==> config.mk <==
export PLATFORM = sky130hd
export DESIGN_NAME = calendar_date_add_days
export DESIGN_NICKNAME = d
export VERILOG_FILES = /design/src/rtl/cdad_pkg.sv /design/src/rtl/cdad_ctrl.sv /design/src/rtl/cdad_dpath.sv /design/src/rtl/calendar_date_add_days.sv
export SDC_FILE = /design/constraint.sdc
export NUM_CORES = 1
export LEC_CHECK = 0
export BUFFER_PORTS_ARGS = -buffer_cell sky130_fd_sc_hd__buf_2
export CORE_MARGIN = 2
export CORE_UTILIZATION = 51
export DETAILED_ROUTE_END_ITERATION = 7
export PLACE_DENSITY = 0.77
export SLEW_MARGIN = 20
export SYNTH_ARGS = -nofsm -noshare
export SYNTH_HDL_FRONTEND = slang
export SYNTH_SLANG_ARGS = --single-unit
==> constraint.sdc <==
create_clock -name clk -period 5.2 [get_ports clk]
set_clock_uncertainty 0.2 [all_clocks]
set_input_delay 0.52 -clock clk [delete_from_list [all_inputs] [get_ports clk]]
set_output_delay 0.52 -clock clk [all_outputs]
set_load 0.1 [all_outputs]
==> src/rtl/cdad_pkg.sv <==
// Shared types, constants and calendar functions for the date adder.
`default_nettype none

package cdad_pkg;

  // Field widths
  localparam int YEAR_W   = 14;
  localparam int MONTH_W  = 4;
  localparam int DAY_W    = 5;
  localparam int DAYS_W   = 16;
  localparam int CIDX_W   = 2;
  localparam int CDATA_W  = 14;
  localparam int TDATA_W  = 24;
  // Working year is one bit wider so an overrun past the top year is visible
  localparam int YACC_W   = 15;
  localparam int MODSEL_W = 3;
  localparam int DOY_W    = 9;

  // Register indexes
  localparam logic [CIDX_W-1:0] REG_BASE_YEAR  = 2'd0;
  localparam logic [CIDX_W-1:0] REG_BASE_MONTH = 2'd1;
  localparam logic [CIDX_W-1:0] REG_BASE_DAY   = 2'd2;

  // Calendar constants
  localparam logic [YEAR_W-1:0]  YEAR_MAX     = 14'd16383;
  localparam logic [31:0]        ERA_DAYS     = 32'd146097;
  localparam logic [YACC_W-1:0]  ERA_YEARS    = 15'd400;
  localparam logic [YEAR_W-1:0]  CYCLE_LAST   = 14'd399;
  localparam logic [31:0]        CYCLE_YEARS  = 32'd400;
  localparam logic [MODSEL_W-1:0] MOD_TOP_SEL = 3'd5;
  localparam logic [MONTH_W-1:0] MONTH_JAN    = 4'd1;
  localparam logic [MONTH_W-1:0] MONTH_FEB    = 4'd2;
  localparam logic [MONTH_W-1:0] MONTH_DEC    = 4'd12;
  localparam logic [DAY_W-1:0]   DAY_LAST_DEC = 5'd31;

  // Sequencer states
  typedef enum logic [2:0] {
    ST_IDLE,
    ST_MOD,
    ST_INIT,
    ST_ERA,
    ST_YEAR,
    ST_MONTH,
    ST_DONE
  } state_t;

  // Controller to datapath
  typedef struct packed {
    logic                load;
    logic                mod_step;
    logic [MODSEL_W-1:0] mod_sel;
    logic                init;
    logic                era_step;
    logic                year_step;
    logic                month_step;
    logic                finish;
  } cmd_t;

  // Datapath to controller
  typedef struct packed {
    logic bad;
    logic era_ge;
    logic year_ge;
    logic month_ge;
    logic over;
  } status_t;

  // Leap test from the year's position in the 400-year cycle
  function automatic logic is_leap(input logic [YEAR_W-1:0] ycyc);
    return (ycyc[1:0] == 2'b00) && (ycyc != 14'd100) && (ycyc != 14'd200) &&
           (ycyc != 14'd300);
  endfunction

  // Month length, zero for a month code outside January to December
  function automatic logic [DAY_W-1:0] month_len(input logic [MONTH_W-1:0] m,
                                                 input logic leap);
    logic [DAY_W-1:0] len;
    len = 5'd0;
    case (m)
      4'd2:                      len = leap ? 5'd29 : 5'd28;
      4'd4, 4'd6, 4'd9, 4'd11:   len = 5'd30;
      4'd1, 4'd3, 4'd5, 4'd7,
      4'd8, 4'd10, 4'd12:        len = 5'd31;
      default:                   len = 5'd0;
    endcase
    return len;
  endfunction

  // Days in the year before the first of month m
  function automatic logic [DOY_W-1:0] days_before(input logic [MONTH_W-1:0] m,
                                                   input logic leap);
    logic [DOY_W-1:0] cum;
    cum = 9'd0;
    case (m)
      4'd2:    cum = 9'd31;
      4'd3:    cum = 9'd59;
      4'd4:    cum = 9'd90;
      4'd5:    cum = 9'd120;
      4'd6:    cum = 9'd151;
      4'd7:    cum = 9'd181;
      4'd8:    cum = 9'd212;
      4'd9:    cum = 9'd243;
      4'd10:   cum = 9'd273;
      4'd11:   cum = 9'd304;
      4'd12:   cum = 9'd334;
      default: cum = 9'd0;
    endcase
    if (leap && (m > MONTH_FEB) && (m <= MONTH_DEC)) begin
      cum = cum + 9'd1;
    end
    return cum;
  endfunction

endpackage

`default_nettype wire

==> src/rtl/cdad_ctrl.sv <==
// Sequencer for the date adder: reduce, align, then era, year and month steps.
`default_nettype none

module cdad_ctrl
  import cdad_pkg::*;
(
  input  wire logic    clk,
  input  wire logic    rst_n,
  input  wire logic    start,
  input  wire logic    out_free,
  input  wire status_t status,
  output cmd_t         cmd,
  output logic         idle
);

  state_t              state_r, state_nxt;
  logic [MODSEL_W-1:0] sel_r, sel_nxt;

  // State register
  always_ff @(posedge clk) begin
    if (!rst_n) begin
      state_r <= ST_IDLE;
      sel_r   <= '0;
    end else begin
      state_r <= state_nxt;
      sel_r   <= sel_nxt;
    end
  end

  // Next state and commands
  always_comb begin
    state_nxt   = state_r;
    sel_nxt     = sel_r;
    cmd         = '0;
    cmd.mod_sel = sel_r;
    idle        = 1'b0;
    unique case (state_r)
      ST_IDLE: begin
        idle = 1'b1;
        if (start) begin
          cmd.load  = 1'b1;
          sel_nxt   = MOD_TOP_SEL;
          state_nxt = ST_MOD;
        end
      end
      ST_MOD: begin
        cmd.mod_step = 1'b1;
        if (sel_r == '0) begin
          state_nxt = ST_INIT;
        end else begin
          sel_nxt = sel_r - 3'd1;
        end
      end
      ST_INIT: begin
        cmd.init  = 1'b1;
        state_nxt = status.bad ? ST_DONE : ST_ERA;
      end
      ST_ERA: begin
        if (status.over) begin
          state_nxt = ST_DONE;
        end else if (status.era_ge) begin
          cmd.era_step = 1'b1;
        end else begin
          state_nxt = ST_YEAR;
        end
      end
      ST_YEAR: begin
        if (status.over) begin
          state_nxt = ST_DONE;
        end else if (status.year_ge) begin
          cmd.year_step = 1'b1;
        end else begin
          state_nxt = ST_MONTH;
        end
      end
      ST_MONTH: begin
        if (status.month_ge) begin
          cmd.month_step = 1'b1;
        end else begin
          state_nxt = ST_DONE;
        end
      end
      ST_DONE: begin
        if (out_free) begin
          cmd.finish = 1'b1;
          state_nxt  = ST_IDLE;
        end
      end
      default: state_nxt = ST_IDLE;
    endcase
  end

endmodule

`default_nettype wire

==> src/rtl/cdad_dpath.sv <==
// Datapath for the date adder: day remainder, year, month and cycle position.
`default_nettype none

module cdad_dpath
  import cdad_pkg::*;
#(
  parameter int DAY_COUNT_BITS = 16
) (
  input  wire logic               clk,
  input  wire cmd_t               cmd,
  input  wire logic [DAYS_W-1:0]  days_ahead,
  input  wire logic [YEAR_W-1:0]  base_year,
  input  wire logic [MONTH_W-1:0] base_month,
  input  wire logic [DAY_W-1:0]   base_day,
  output status_t                 status,
  output logic [YEAR_W-1:0]       result_year,
  output logic [MONTH_W-1:0]      result_month,
  output logic [DAY_W-1:0]        result_day,
  output logic                    bad_base
);

  // Remainder holds the span plus the base day of year
  localparam int RW = DAY_COUNT_BITS + 2;

  logic [RW-1:0]      rem_r, rem_nxt;
  logic [YACC_W-1:0]  year_r, year_nxt;
  logic [YEAR_W-1:0]  cyc_r, cyc_nxt;
  logic [MONTH_W-1:0] mon_r, mon_nxt;
  logic               bad_r, bad_nxt;

  logic [31:0]        span;
  logic [31:0]        rem_ext;
  logic [31:0]        mod_sub;
  logic               leap;
  logic [DAY_W-1:0]   base_len;
  logic [DAY_W-1:0]   cur_len;
  logic [31:0]        year_len;
  logic               base_bad;

  assign span     = 32'(days_ahead) & ((32'd1 << DAY_COUNT_BITS) - 32'd1);
  assign rem_ext  = 32'(rem_r);
  assign mod_sub  = CYCLE_YEARS << cmd.mod_sel;
  assign leap     = is_leap(cyc_r);
  assign base_len = month_len(base_month, leap);
  assign cur_len  = month_len(mon_r, leap);
  assign year_len = leap ? 32'd366 : 32'd365;
  assign base_bad = (base_year == '0) || (base_len == '0) || (base_day == '0) ||
                    (base_day > base_len);

  // Status to the sequencer
  always_comb begin
    status.bad      = base_bad;
    status.era_ge   = rem_ext >= ERA_DAYS;
    status.year_ge  = rem_ext >= year_len;
    status.month_ge = rem_ext >= 32'(cur_len);
    status.over     = year_r > YACC_W'(YEAR_MAX);
  end

  // Register updates per command
  always_comb begin
    rem_nxt  = rem_r;
    year_nxt = year_r;
    cyc_nxt  = cyc_r;
    mon_nxt  = mon_r;
    bad_nxt  = bad_r;
    if (cmd.load) begin
      rem_nxt  = RW'(span);
      year_nxt = YACC_W'(base_year);
      cyc_nxt  = base_year;
      mon_nxt  = MONTH_JAN;
      bad_nxt  = 1'b0;
    end
    // Restoring reduction of the year modulo 400
    if (cmd.mod_step && (32'(cyc_r) >= mod_sub)) begin
      cyc_nxt = YEAR_W'(32'(cyc_r) - mod_sub);
    end
    // Rebase to the first of January of the base year
    if (cmd.init) begin
      bad_nxt = base_bad;
      rem_nxt = RW'(rem_ext + 32'(days_before(base_month, leap)) + 32'(base_day) - 32'd1);
    end
    // Whole 400-year cycles leave the cycle position unchanged
    if (cmd.era_step) begin
      rem_nxt  = RW'(rem_ext - ERA_DAYS);
      year_nxt = year_r + ERA_YEARS;
    end
    if (cmd.year_step) begin
      rem_nxt  = RW'(rem_ext - year_len);
      year_nxt = year_r + 15'd1;
      cyc_nxt  = (cyc_r == CYCLE_LAST) ? '0 : cyc_r + 14'd1;
    end
    if (cmd.month_step) begin
      rem_nxt = RW'(rem_ext - 32'(cur_len));
      mon_nxt = mon_r + 4'd1;
    end
  end

  always_ff @(posedge clk) begin
    rem_r  <= rem_nxt;
    year_r <= year_nxt;
    cyc_r  <= cyc_nxt;
    mon_r  <= mon_nxt;
    bad_r  <= bad_nxt;
  end

  // Result selection: invalid base, saturated, or the stepped date
  always_comb begin
    bad_base = bad_r;
    if (bad_r) begin
      result_year  = '0;
      result_month = '0;
      result_day   = '0;
    end else if (status.over) begin
      result_year  = YEAR_MAX;
      result_month = MONTH_DEC;
      result_day   = DAY_LAST_DEC;
    end else begin
      result_year  = year_r[YEAR_W-1:0];
      result_month = mon_r;
      result_day   = DAY_W'(rem_ext + 32'd1);
    end
  end

endmodule

`default_nettype wire

==> src/rtl/calendar_date_add_days.sv <==
// Top level of the date adder: base date registers, output register, sequencer and datapath.
//
//  Channel  Direction  Content
//  in_      slave      tdata[15:0] days_ahead
//  out_     master     tdata: result_year, result_month, result_day; tuser: bad_base
//  cfg_     slave      cfg_index 0 base_year, 1 base_month, 2 base_day
//
// One request at a time. After the input transfer a request passes through the accept state,
// the reduction of the base year to its place in the 400-year cycle, a rebase state, E 400-year
// steps, Y year steps (up to about 180 for a 16-bit count), M month steps (at most 11), an exit
// from each of the three step loops and a handoff; out_tvalid then rises from the output register.
// An invalid base or a year past the top skips the remaining loops. A finished result
// waits in the output register while the next request is taken; the one after that holds
// in handoff until the register frees. Reset gives base date 2000-01-01, empty output.
`default_nettype none

module calendar_date_add_days
  import cdad_pkg::*;
#(
  parameter int DAY_COUNT_BITS = 16
) (
  input  wire logic               clk,
  input  wire logic               rst_n,
  // Request channel
  input  wire logic               in_tvalid,
  output logic                    in_tready,
  input  wire logic [DAYS_W-1:0]  in_tdata,   // [15:0] days_ahead
  // Result channel
  output logic                    out_tvalid,
  input  wire logic               out_tready,
  output logic [TDATA_W-1:0]      out_tdata,  // [13:0] year, [17:14] month, [22:18] day, [23] 0
  output logic                    out_tuser,  // [0] bad_base
  // Configuration writes
  input  wire logic               cfg_valid,
  output logic                    cfg_ready,
  input  wire logic [CIDX_W-1:0]  cfg_index,
  input  wire logic [CDATA_W-1:0] cfg_data
);

  logic [YEAR_W-1:0]  base_year_r;
  logic [MONTH_W-1:0] base_month_r;
  logic [DAY_W-1:0]   base_day_r;
  logic               out_valid_r;
  logic [TDATA_W-1:0] out_data_r;
  logic               out_user_r;

  cmd_t               cmd;
  status_t            status;
  logic               idle;
  logic               out_free;
  logic [YEAR_W-1:0]  res_year;
  logic [MONTH_W-1:0] res_month;
  logic [DAY_W-1:0]   res_day;
  logic               res_bad;

  assign cfg_ready  = 1'b1;
  assign in_tready  = idle;
  assign out_free   = !out_valid_r || out_tready;
  assign out_tvalid = out_valid_r;
  assign out_tdata  = out_data_r;
  assign out_tuser  = out_user_r;

  // Base date registers
  always_ff @(posedge clk) begin
    if (!rst_n) begin
      base_year_r  <= 14'd2000;
      base_month_r <= 4'd1;
      base_day_r   <= 5'd1;
    end else if (cfg_valid) begin
      unique case (cfg_index)
        REG_BASE_YEAR:  base_year_r  <= cfg_data;
        REG_BASE_MONTH: base_month_r <= cfg_data[MONTH_W-1:0];
        REG_BASE_DAY:   base_day_r   <= cfg_data[DAY_W-1:0];
        default: ;
      endcase
    end
  end

  // Output register
  always_ff @(posedge clk) begin
    if (!rst_n) begin
      out_valid_r <= 1'b0;
    end else if (cmd.finish) begin
      out_valid_r <= 1'b1;
    end else if (out_tready) begin
      out_valid_r <= 1'b0;
    end
  end

  always_ff @(posedge clk) begin
    if (cmd.finish) begin
      out_data_r <= {1'b0, res_day, res_month, res_year};
      out_user_r <= res_bad;
    end
  end

  cdad_ctrl u_ctrl (
    .clk      (clk),
    .rst_n    (rst_n),
    .start    (in_tvalid),
    .out_free (out_free),
    .status   (status),
    .cmd      (cmd),
    .idle     (idle)
  );

  cdad_dpath #(
    .DAY_COUNT_BITS (DAY_COUNT_BITS)
  ) u_dpath (
    .clk          (clk),
    .cmd          (cmd),
    .days_ahead   (in_tdata),
    .base_year    (base_year_r),
    .base_month   (base_month_r),
    .base_day     (base_day_r),
    .status       (status),
    .result_year  (res_year),
    .result_month (res_month),
    .result_day   (res_day),
    .bad_base     (res_bad)
  );

endmodule

`default_nettype wire

Word-level counts from Yosys, hierarchy flattened
Memories as Yosys holds them, arrays and structs flattened. A register that Yosys moved wholly into a read port is not among the register bits.
Index checks and enable logic that the tools add are counted.
- bits of input ports: 37
- logic and storage cells: 174
- output and inout bits: 28
- memory bits (read-only): 144
- bits in registers: 106
- memories kept: 1
- $lt $le $gt $ge: 8
- muxes and demuxes: 58
- equal/unequal tests: 43
- reduce and logical (&&, ||, !) cells: 35
- $add $sub $neg: 14
- shift operators: 1
- memories (memory ; depth ; width ; read ports ; clocked after memory_dff ; wr ports ; line ; RTL):
    (no name shown) ; 16 ; 9 ; 1 ; 1 ; 0 ; cdad_pkg.sv:94 ; case (m)
- operators with widths (cell ; count):
    $mux 18 ; 5
    $mux 14 ; 5
    $mux 15 ; 3
    $eq 4x4->1 const B ; 10
    $mux 3 ; 11
    $eq 4x3->1 const B ; 8
    $ge 14x32->1 ; 1
    $shl 9x3->32 const A ; 1
    $pmux 5 s3 ; 2
    $mux 9 ; 3
    $pmux 3 s7 ; 1
    $mux 1 ; 20
    $mux 4 ; 5
    $add 18x5->18 ; 1
    $add 18x9->18 ; 1
    $ge 18x18->1 const B ; 1
    $ge 18x5->1 ; 1
    $ge 18x9->1 ; 1
    $sub 18x1->18 const B ; 1
    $sub 18x18->18 const B ; 1
    $sub 18x5->18 ; 1
    $sub 18x9->18 ; 1
    $eq 4x2->1 const B ; 4
    $add 15x1->15 const B ; 1
    other kinds (43) ; 70

Depth between registers and ports, before layout
Gate-level depths: netlist (run 1).
- depth after elaboration: 15
- mapped depth: 21
- gate-level depth less buffers: 20

Cells and area by module
Synthesis (run 1) repeated with hierarchy kept, for this count alone.
- cells, all modules: 1161
- area, all modules: 10088.4 um2
- modules (own cells, without submodules) (module ; area an instance (um2) ; seq. area each (um2) ; cells an instance ; times used):
    cdad_dpath ; 7888.8 ; 1561.5 ; 973 ; 1
    calendar_date_add_days ; 1740.4 ; 1201.2 ; 128 ; 1
    cdad_ctrl ; 459.2 ; 120.1 ; 60 ; 1

Least setup slack after synthesis (run 1)
Ideal clock, no wire load.
- path kind: register to register
- start point: register u_dpath.cyc_r[3]
- end point: register u_dpath.rem_r[14] (data pin)
- period minus slack after synthesis: 4.770 ns
- stages on the path, launching flop included: 21
- data arrival time: 4.309 ns
- library setup time: 0.261 ns
- slack: 0.430 ns
- path buffers: 0
- cell sequence: edfxtp_1 -> or3b_1 -> a211oi_1 -> a41oi_1 -> o211a_1 -> and3_1 -> nand2_1 -> nor3_1 -> xnor2_1 -> ha_1 -> inv_1 -> ha_1 -> ha_1 -> and3_1 -> a221o_1 -> a22o_1 -> or4_1 -> o311ai_1 -> xnor2_1 -> o211ai_1 -> o21ai_1
- longest elaborated chain between the ends: 15
- ends and longest elaborated chain (item ; line ; RTL):
    start, declared ; cdad_dpath.sv:27 ; logic [YEAR_W-1:0] cyc_r, cyc_nxt;
    start signal, assigned ; cdad_dpath.sv:101 ; cyc_r <= cyc_nxt;
    $ne 14x7->1 ; cdad_pkg.sv:70 ; return (ycyc[1:0] == 2'b00) && (ycyc != 14'd100) && (ycyc != 14'd200) &&
    $logic_and 1x1->1 (2 in a row) ; cdad_pkg.sv:70 ;
    $logic_and 1x1->1 (*) ; cdad_pkg.sv:70 ;
    $logic_and 1x1->1 (2 in a row) ; cdad_pkg.sv:108 ; if (leap && (m > MONTH_FEB) && (m <= MONTH_DEC)) begin
    $mux 9 ; cdad_pkg.sv:108 ;
    $mux 9 ; cdad_dpath.sv:78 ; if (cmd.init) begin
    $add 18x9->18 ; cdad_dpath.sv:80 ; rem_nxt = RW'(rem_ext + 32'(days_before(base_month, leap)) + 32'(base_day) - 32'd1);
    $add 18x5->18 ; cdad_dpath.sv:80 ;
    $sub 18x1->18 ; cdad_dpath.sv:80 ;
    $mux 18 ; cdad_dpath.sv:78 ;
    $mux 18 ; cdad_dpath.sv:83 ; if (cmd.era_step) begin
    $mux 18 ; cdad_dpath.sv:87 ; if (cmd.year_step) begin
    $mux 18 (*) ; cdad_dpath.sv:92 ; if (cmd.month_step) begin
    via u_dpath.rem_nxt[14] ; cdad_dpath.sv:25 ; logic [RW-1:0] rem_r, rem_nxt;
    end signal, assigned ; cdad_dpath.sv:99 ; rem_r <= rem_nxt;
    end, declared ; cdad_dpath.sv:25 ;
The timed path passes the listed nets; every way through them passes the cells marked *. The select of a mux whose other input is x is not followed.
A chain may end at the register's enable or synchronous reset.

Final worst setup path (run 1)
- start point: register u_dpath.cyc_r[3]
- end point: register u_dpath.rem_r[17] (data pin)
Same word-level chain as after synthesis.

==> flow_metrics.tcl, run 1 <==
set metrics [dict create \
    status "finished clean" \
    r2r_start "u_dpath.cyc_r[3]" \
    synth_edf_count 76 \
    required_ns 5.17 \
    startpoint_type "register" \
    grt_pass1_wl_um 40600 \
    fin_util_pct 57.6 \
    setup_tns_ns 0 \
    cts_buffers 17 \
    antenna_cells 0 \
    cts_tree "yes" \
    max_freq_mhz 202 \
    path_max_fanout 4 \
    power_switching_mw 3.26 \
    hold_path_class "input pin to register" \
    power_switching_share_pct 46.9 \
    grt_max_degree 26 \
    synth.area.top_cells "edfxtp_1, ha_1, dfxtp_1" \
    yosysSeqAreaShare_pct 32.0 \
    seq_power_share_pct 24.7 \
    htreeDepth 4 \
    place_congestion 0.969 \
    hold_end "base_year_r[10]" \
    r2r-end "u_dpath.rem_r[17]" \
    routed_wl_um 25300 \
    pwr-share-clk_pct 17.3 \
    die_area_um2 19900 \
    period_share_pct 95.0 \
    mappedNetlistArea_um2 9570 \
    cp-startpoint "u_dpath.cyc_r[3]" \
    grt_usage_pct 25.4 \
    synth.cells.most_frequent "nand2_1, nor2_1, ha_1, edfxtp_1, inv_1" \
    dpl.cell_count 1384 \
    clk_path_buf_depth 2 \
    drv_slew 0 \
    initialDrtViolationCount 885 \
    worstMarginPinSlew_ns 1.03 \
    nNetsFinal 1314 \
    syn_to_final_growth_pct 11.8 \
    r2r_cells 20 \
    endpoint_kind "register" \
    critPathKind "register to register" \
    synth_top_area_share_pct 23.9 \
    stdcell_count 1417 \
    finalWorstPathRequiredPeriod_ns 4.94 \
    synth_seq_cells 115 \
    ys_warn_count 0 \
    cts.sinks 115 \
    rsz0062_at_grt "false" \
    fp.dieH_um 141 \
    cts_hold_buf 0 \
    p_comb_share_pct 58.0 \
    final-hold-violation-count 0 \
    placeableCoreArea_um2 18600 \
    wl_per_cell_um 17.9 \
    synthDistinctLibCells 86 \
    dr_total_vias 8708 \
    place_hpwl_um 18500 \
    syn_area_per_cell_um2 8.54 \
    yosysTopAreaCell "edfxtp_1" \
    synth.most_common_cell "nand2_1" \
    drive_above_1_share_pct 12.5 \
    regToRegSetupSlack_ns 0.26 \
    root_buffer "clkbuf_16" \
    slew_headroom_pct 31.6 \
    firstDrtPassIters 5 \
    routed_via_density 6.15 \
    antenna_found_initial 0 \
    setup_ws_ns 0.262 \
    synth_fp_nets 1264 \
    fp.dieW_um 141 \
    peakVddDrop_v 0.000306 \
    insertion_delay_ns 0.43 \
    min_from "cfg_data[10]" \
    post-place-ws_ns 0.129 \
    port-buffer-count 62 \
    worstPathArrival_ns 4.91 \
    intPower_mw 3.69 \
    synth_top_flop_cell "edfxtp_1" \
    clk_pin_slew_worst_paths_ns 0.06 \
    grt_overflow 0 \
    netlist_instances 1120 \
    first_global_vias 8167 \
    setup_violations 0 \
    drtAntennaViolNets 0 \
    rows 50 \
    min_path_cells 3 \
    initial_core_util_pct 51.5 \
    leakage_nw 4.45 \
    p_per_area_nw_per_um2 649 \
    postSynth.asyncResetShare_pct 0 \
    cap_violations 0 \
    drc_errors 0 \
    ios 65 \
]
## sequential cells by signal (all words and copies together) (netlist names), named ones only
register / flops
u_ctrl.state_r: 3
u_ctrl.sel_r: 3
u_dpath.bad_base: 1
base_year_r: 14
u_dpath.year_r: 15
out_tdata: 23
out_tuser: 1
base_day_r: 5
u_dpath.mon_r: 4
out_tvalid: 1
u_dpath.cyc_r: 14
base_month_r: 4
u_dpath.rem_r: 18
## critical path, cell delays in order (launching register included)
cell	delay, ns
edfxtp_1	0.38
or3b_1	0.40
a211oi_2	0.18
a41oi_1	0.09
o211a_1	0.30
buf_4	0.15
mux2i_1	0.17
ha_1	0.28
fa_1	0.45
inv_1	0.07
ha_1	0.19
inv_1	0.06
fa_1	0.40
nor2b_1	0.18
o2111ai_1	0.15
nand2_1	0.13
a221oi_2	0.09
o31ai_1	0.30
xnor2_1	0.11
a221oi_1	0.32
nor3_1	0.08
## routing by layer
metal	part of all wire, %	vias up	track usage [%]	wire, um
met5	0	-	0	0
met4	2.5	0	9.11	641
met3	8.0	63	4.31	2030
met2	46	432	40.8	11600
met1	44	4078	34.8	11000
li1	-	4135	-	-
## how the worst max path moves through the flow
| stage | slack, ns | to | cells past startpoint |
|---|---|---|---|
| 3_5_place_dp | 0.13 | u_dpath.rem_r[17] | 19 |
| 2_1_floorplan | 0.43 | u_dpath.rem_r[14] | 20 |
| 3_3_place_gp | 0.24 | u_dpath.rem_r[17] | 19 |
| 5_1_grt | 0.04 | u_dpath.rem_r[14] | 20 |
| 6_report | 0.26 | u_dpath.rem_r[17] | 20 |
| 4_1_cts | 0.11 | u_dpath.rem_r[17] | 19 |
## layout make-up
| class | count | area, um2 |
|---|---|---|
| sequential | 115 | 3060 |
| fill | 1636 | 7880 |
| inverter | 75 | 282 |
| clock buffer | 17 | 425 |
| multi-input combinational | 881 | 6020 |
| clock inverter | 15 | 169 |
| tap | 234 | 293 |
| timing repair buffer | 80 | 445 |
## per-stage QoR
stage          cell area [um2]  power (mW)  hold WS (ns)
2_1_floorplan             9570        4.67         0.250
3_5_place_dp             10100        5.56         0.300
4_1_cts                  10700        6.80        0.0958
3_3_place_gp             10100        5.47         0.298
5_1_grt                  10700        7.42         0.110
6_report                 10700        6.95        0.0955
## layout by cell type (no fill, tap or decap), types with 5 or more instances in the layout
cell	instances
nand2_1	130
nor2_1	115
ha_1	98
edfxtp_1	76
inv_1	74
a21oi_1	72
buf_2	62
o21ai_0	55
nand3_1	40
dfxtp_1	39
xnor2_1	37
o22ai_1	25
xor2_1	25
nor3_1	23
mux2i_1	20
buf_4	18
clkbuf_16	17
and3_1	16
nor2b_1	14
o21ai_1	13
a221o_1	11
o211ai_1	10
o21a_1	10
a21o_1	10
or2_2	9
a31oi_1	9
nor4_1	7
or3_1	7
a22oi_1	7
fa_1	7
inv_6	7
nand4_1	6
a221oi_1	6
nand2b_1	5
o31ai_1	5
a22o_1	5
a211oi_1	5
## cells by family (layout without fill, tap and decap cells)
group / count (synthesis) / after routing / share of synthesized area, %
AOI/OAI and AO/OA: 283 / 283 / 19.7
xor gates and xnor gates: 62 / 62 / 5.68
adders and majority gates: 107 / 107 / 14.5
buffers and inverters: 124 / 187 / 5.51
DFF: 115 / 115 / 32.0
muxes: 22 / 22 / 2.45
other: 2 / 2 / 0.0785
and+or+nand+nor: 405 / 405 / 20.1
## power groups by stage
stage                     sequential [mW]  combinational (mW)  clock (mW)
final                                1.72                4.03        1.20
after global routing                 1.75                4.43        1.24
after CTS                            1.70                3.90        1.20
after detailed placement             1.71                3.85           0
after global placement               1.70                3.76           0
after floorplan                      1.53                3.14           0
## what timing repair did
action | in CTS | in global routing
endpoints found under the hold margin | 0 | 0
gates resized for setup | 0 | 6
endpoints found under the setup margin | 0 | 4
setup buffers | 0 | 1
Note: power is estimated with default switching activity, not from simulation.
==> run 2, diff against run 1 <==
Settings changed: CORE_ASPECT_RATIO set to 1.4, PLACE_DENSITY 0.77 to 0.8.
Clock period 5.2 ns to 4.2 ns, I/O delays scaled along.
==> run 2 against run 1 <==
Compared with the run above: the flow now finishes with violations (negative setup slack); combinational power rose by 61%; utilization rose by 6.5 points; worst hold slack got worse by 0.088 ns; non-clock buffer count rose by 81; largest power group unchanged; final area rose by 11%; register-to-register slack got worse by 0.94 ns.
==> flow_metrics.tcl, run 2 (synthesized netlist as in run 1, its figures left out) <==
set metrics [dict create \
    insertion_delay_ns 0.43 \
    required_ns 4.18 \
    fin_util_pct 64.1 \
    first_global_vias 8864 \
    min_from "cfg_data[8]" \
    p_per_area_nw_per_um2 857 \
    wl_per_cell_um 19.1 \
    wl_met1_um 10400 \
    grt_max_degree 25 \
    max_freq_mhz 205 \
    setup_violations 19 \
    rows 59 \
    syn_to_final_growth_pct 24.1 \
    firstDrtPassIters 6 \
    drc_errors 0 \
    largest_reg_flops 23 \
    fp.dieH_um 166 \
    slew_headroom_pct 43.3 \
    routed_via_density 6.16 \
    setup_ws_ns -0.680 \
    endpoint_kind "register" \
    fp.dieW_um 120 \
    port-buffer-count 62 \
    path_max_fanout 4 \
    drv_slew 0 \
    grt_overflow 0 \
    violations "negative setup slack" \
    antenna_cells 0 \
    htreeDepth 4 \
    grt_pass1_wl_um 43500 \
    ios 65 \
    layout_common_cells "nand2_1, nor2_1, buf_4" \
    final-hold-violation-count 0 \
    top_layer "met4" \
    die_area_um2 19900 \
    drive_above_1_share_pct 23.2 \
    routed_wl_um 28800 \
    period_share_pct 116 \
    cap_violations 0 \
    hold_path_class "input pin to register" \
    grt_usage_pct 27.5 \
    place_area_um2 10700 \
    clk_path_buf_depth 2 \
    initial_core_util_pct 51.6 \
    worstMarginPinSlew_ns 0.848 \
    place_congestion 0.968 \
    design_area_um2 11900 \
    dr_total_vias 9289 \
    finalWorstPathRequiredPeriod_ns 4.88 \
    root_buffer "clkbuf_16" \
    antenna_found_initial 0 \
    cts_buffers 17 \
    post-place-ws_ns -0.692 \
    placeableCoreArea_um2 18500 \
    critPathKind "register to register" \
    drtAntennaViolNets 0 \
    r2r_start "u_dpath.cyc_r[3]" \
    initialDrtViolationCount 1055 \
    leakage_nw 4.97 \
    cp-startpoint "u_dpath.cyc_r[3]" \
    regToRegSetupSlack_ns -0.68 \
    startpoint_type "register" \
    final_common_cell "nand2_1" \
    peakVddDrop_v 0.000686 \
    nNetsFinal 1396 \
    status "finished, violations left" \
    cts.sinks 115 \
    worstPathArrival_ns 4.86 \
    clk_pin_slew_worst_paths_ns 0.06 \
    cts_tree "yes" \
    wl_met3_um 1980 \
    place_hpwl_um 20400 \
    rsz0062_at_grt "true" \
    wl_met2_um 14500 \
]
run 2: cell count changes in the layout (fill, tap and decap cells not counted), moves of 5 or more:
cell     delta
ha_1       -14
buf_6       +5
inv_6       -5
o21ai_2     +5
buf_4      +72
inv_1       -8
inv_2       +8
ha_4       +11
o21ai_0     -7
run 2: final cells by class:
| cell class | instances | area [um2] |
|---|---|---|
| fillers | 1460 | 6650 |
| multi-input cells | 882 | 6450 |
| flip-flops and latches | 115 | 3060 |
| repair buffers | 161 | 1120 |
| clock buffers | 19 | 433 |
| well taps | 244 | 305 |
| inverters | 75 | 282 |
| clock inverters | 13 | 230 |
run 2: stage by stage:
step / std cells / hold WS [ns] / total power, mW / setup TNS (ns)
4_1_cts: 1500 / 0.00423 / 9.67 / -5.42
3_5_place_dp: 1461 / 0.273 / 7.61 / -7.37
6_report: 1509 / 0.00769 / 10.2 / -7.54
2_1_floorplan: 1120 / 0.250 / 6.02 / -1.70
3_3_place_gp: 1461 / 0.259 / 7.46 / -3.98
5_1_grt: 1509 / 0.0141 / 10.8 / -12.30
run 2: worst paths after layout:
path / end / depth (start not counted)
setup / recovery: u_dpath.rem_r[15] / 20
hold / removal: base_year_r[8] / 3
setup reg to reg: u_dpath.rem_r[15] / 20
hold reg to reg: base_year_r[2] / 2
run 2: routing by layer:
| layer | vias to the layer above | track usage [%] |
|---|---|---|
| met4 | 0 | 16.3 |
| met3 | 147 | 3.88 |
| li1 | 4309 | - |
| met2 | 531 | 48.6 |
| met5 | - | 0.500 |
| met1 | 4302 | 31.1 |
run 2: worst max-delay path, cell delays in order (launching register included):
cell       delay (ns)
edfxtp_1         0.41
or3b_4           0.43
a211oi_2         0.24
a41oi_2          0.07
o211a_1          0.32
buf_6            0.15
mux2i_1          0.18
ha_1             0.28
fa_1             0.50
inv_2            0.05
ha_4             0.17
inv_2            0.05
fa_2             0.22
nor2b_4          0.06
o2111ai_4        0.24
nand2_4          0.10
a221oi_4         0.35
nor2_1           0.11
xnor2_1          0.17
o21ai_1          0.07
a22o_1           0.25
run 2: report_power, final:
group / switching (mW) / internal (mW) / leakage [nW]
logic: 3.59 / 2.88 / 3.64
registers: 0.392 / 1.63 / 1.02
clock network: 0.574 / 1.11 / 0.314
total: 4.56 / 5.62 / 4.97
run 2: repair_timing:
| item | in CTS | in global routing |
|---|---|---|
| hold endpoints to repair | 1 | 0 |
| pin swaps | 32 | 42 |
| hold buffers | 1 | 0 |
| endpoints found under the setup margin | 55 | 73 |
| gates cloned | 0 | 2 |
| buffers inserted | 6 | 9 |
| resized for setup | 31 | 44 |
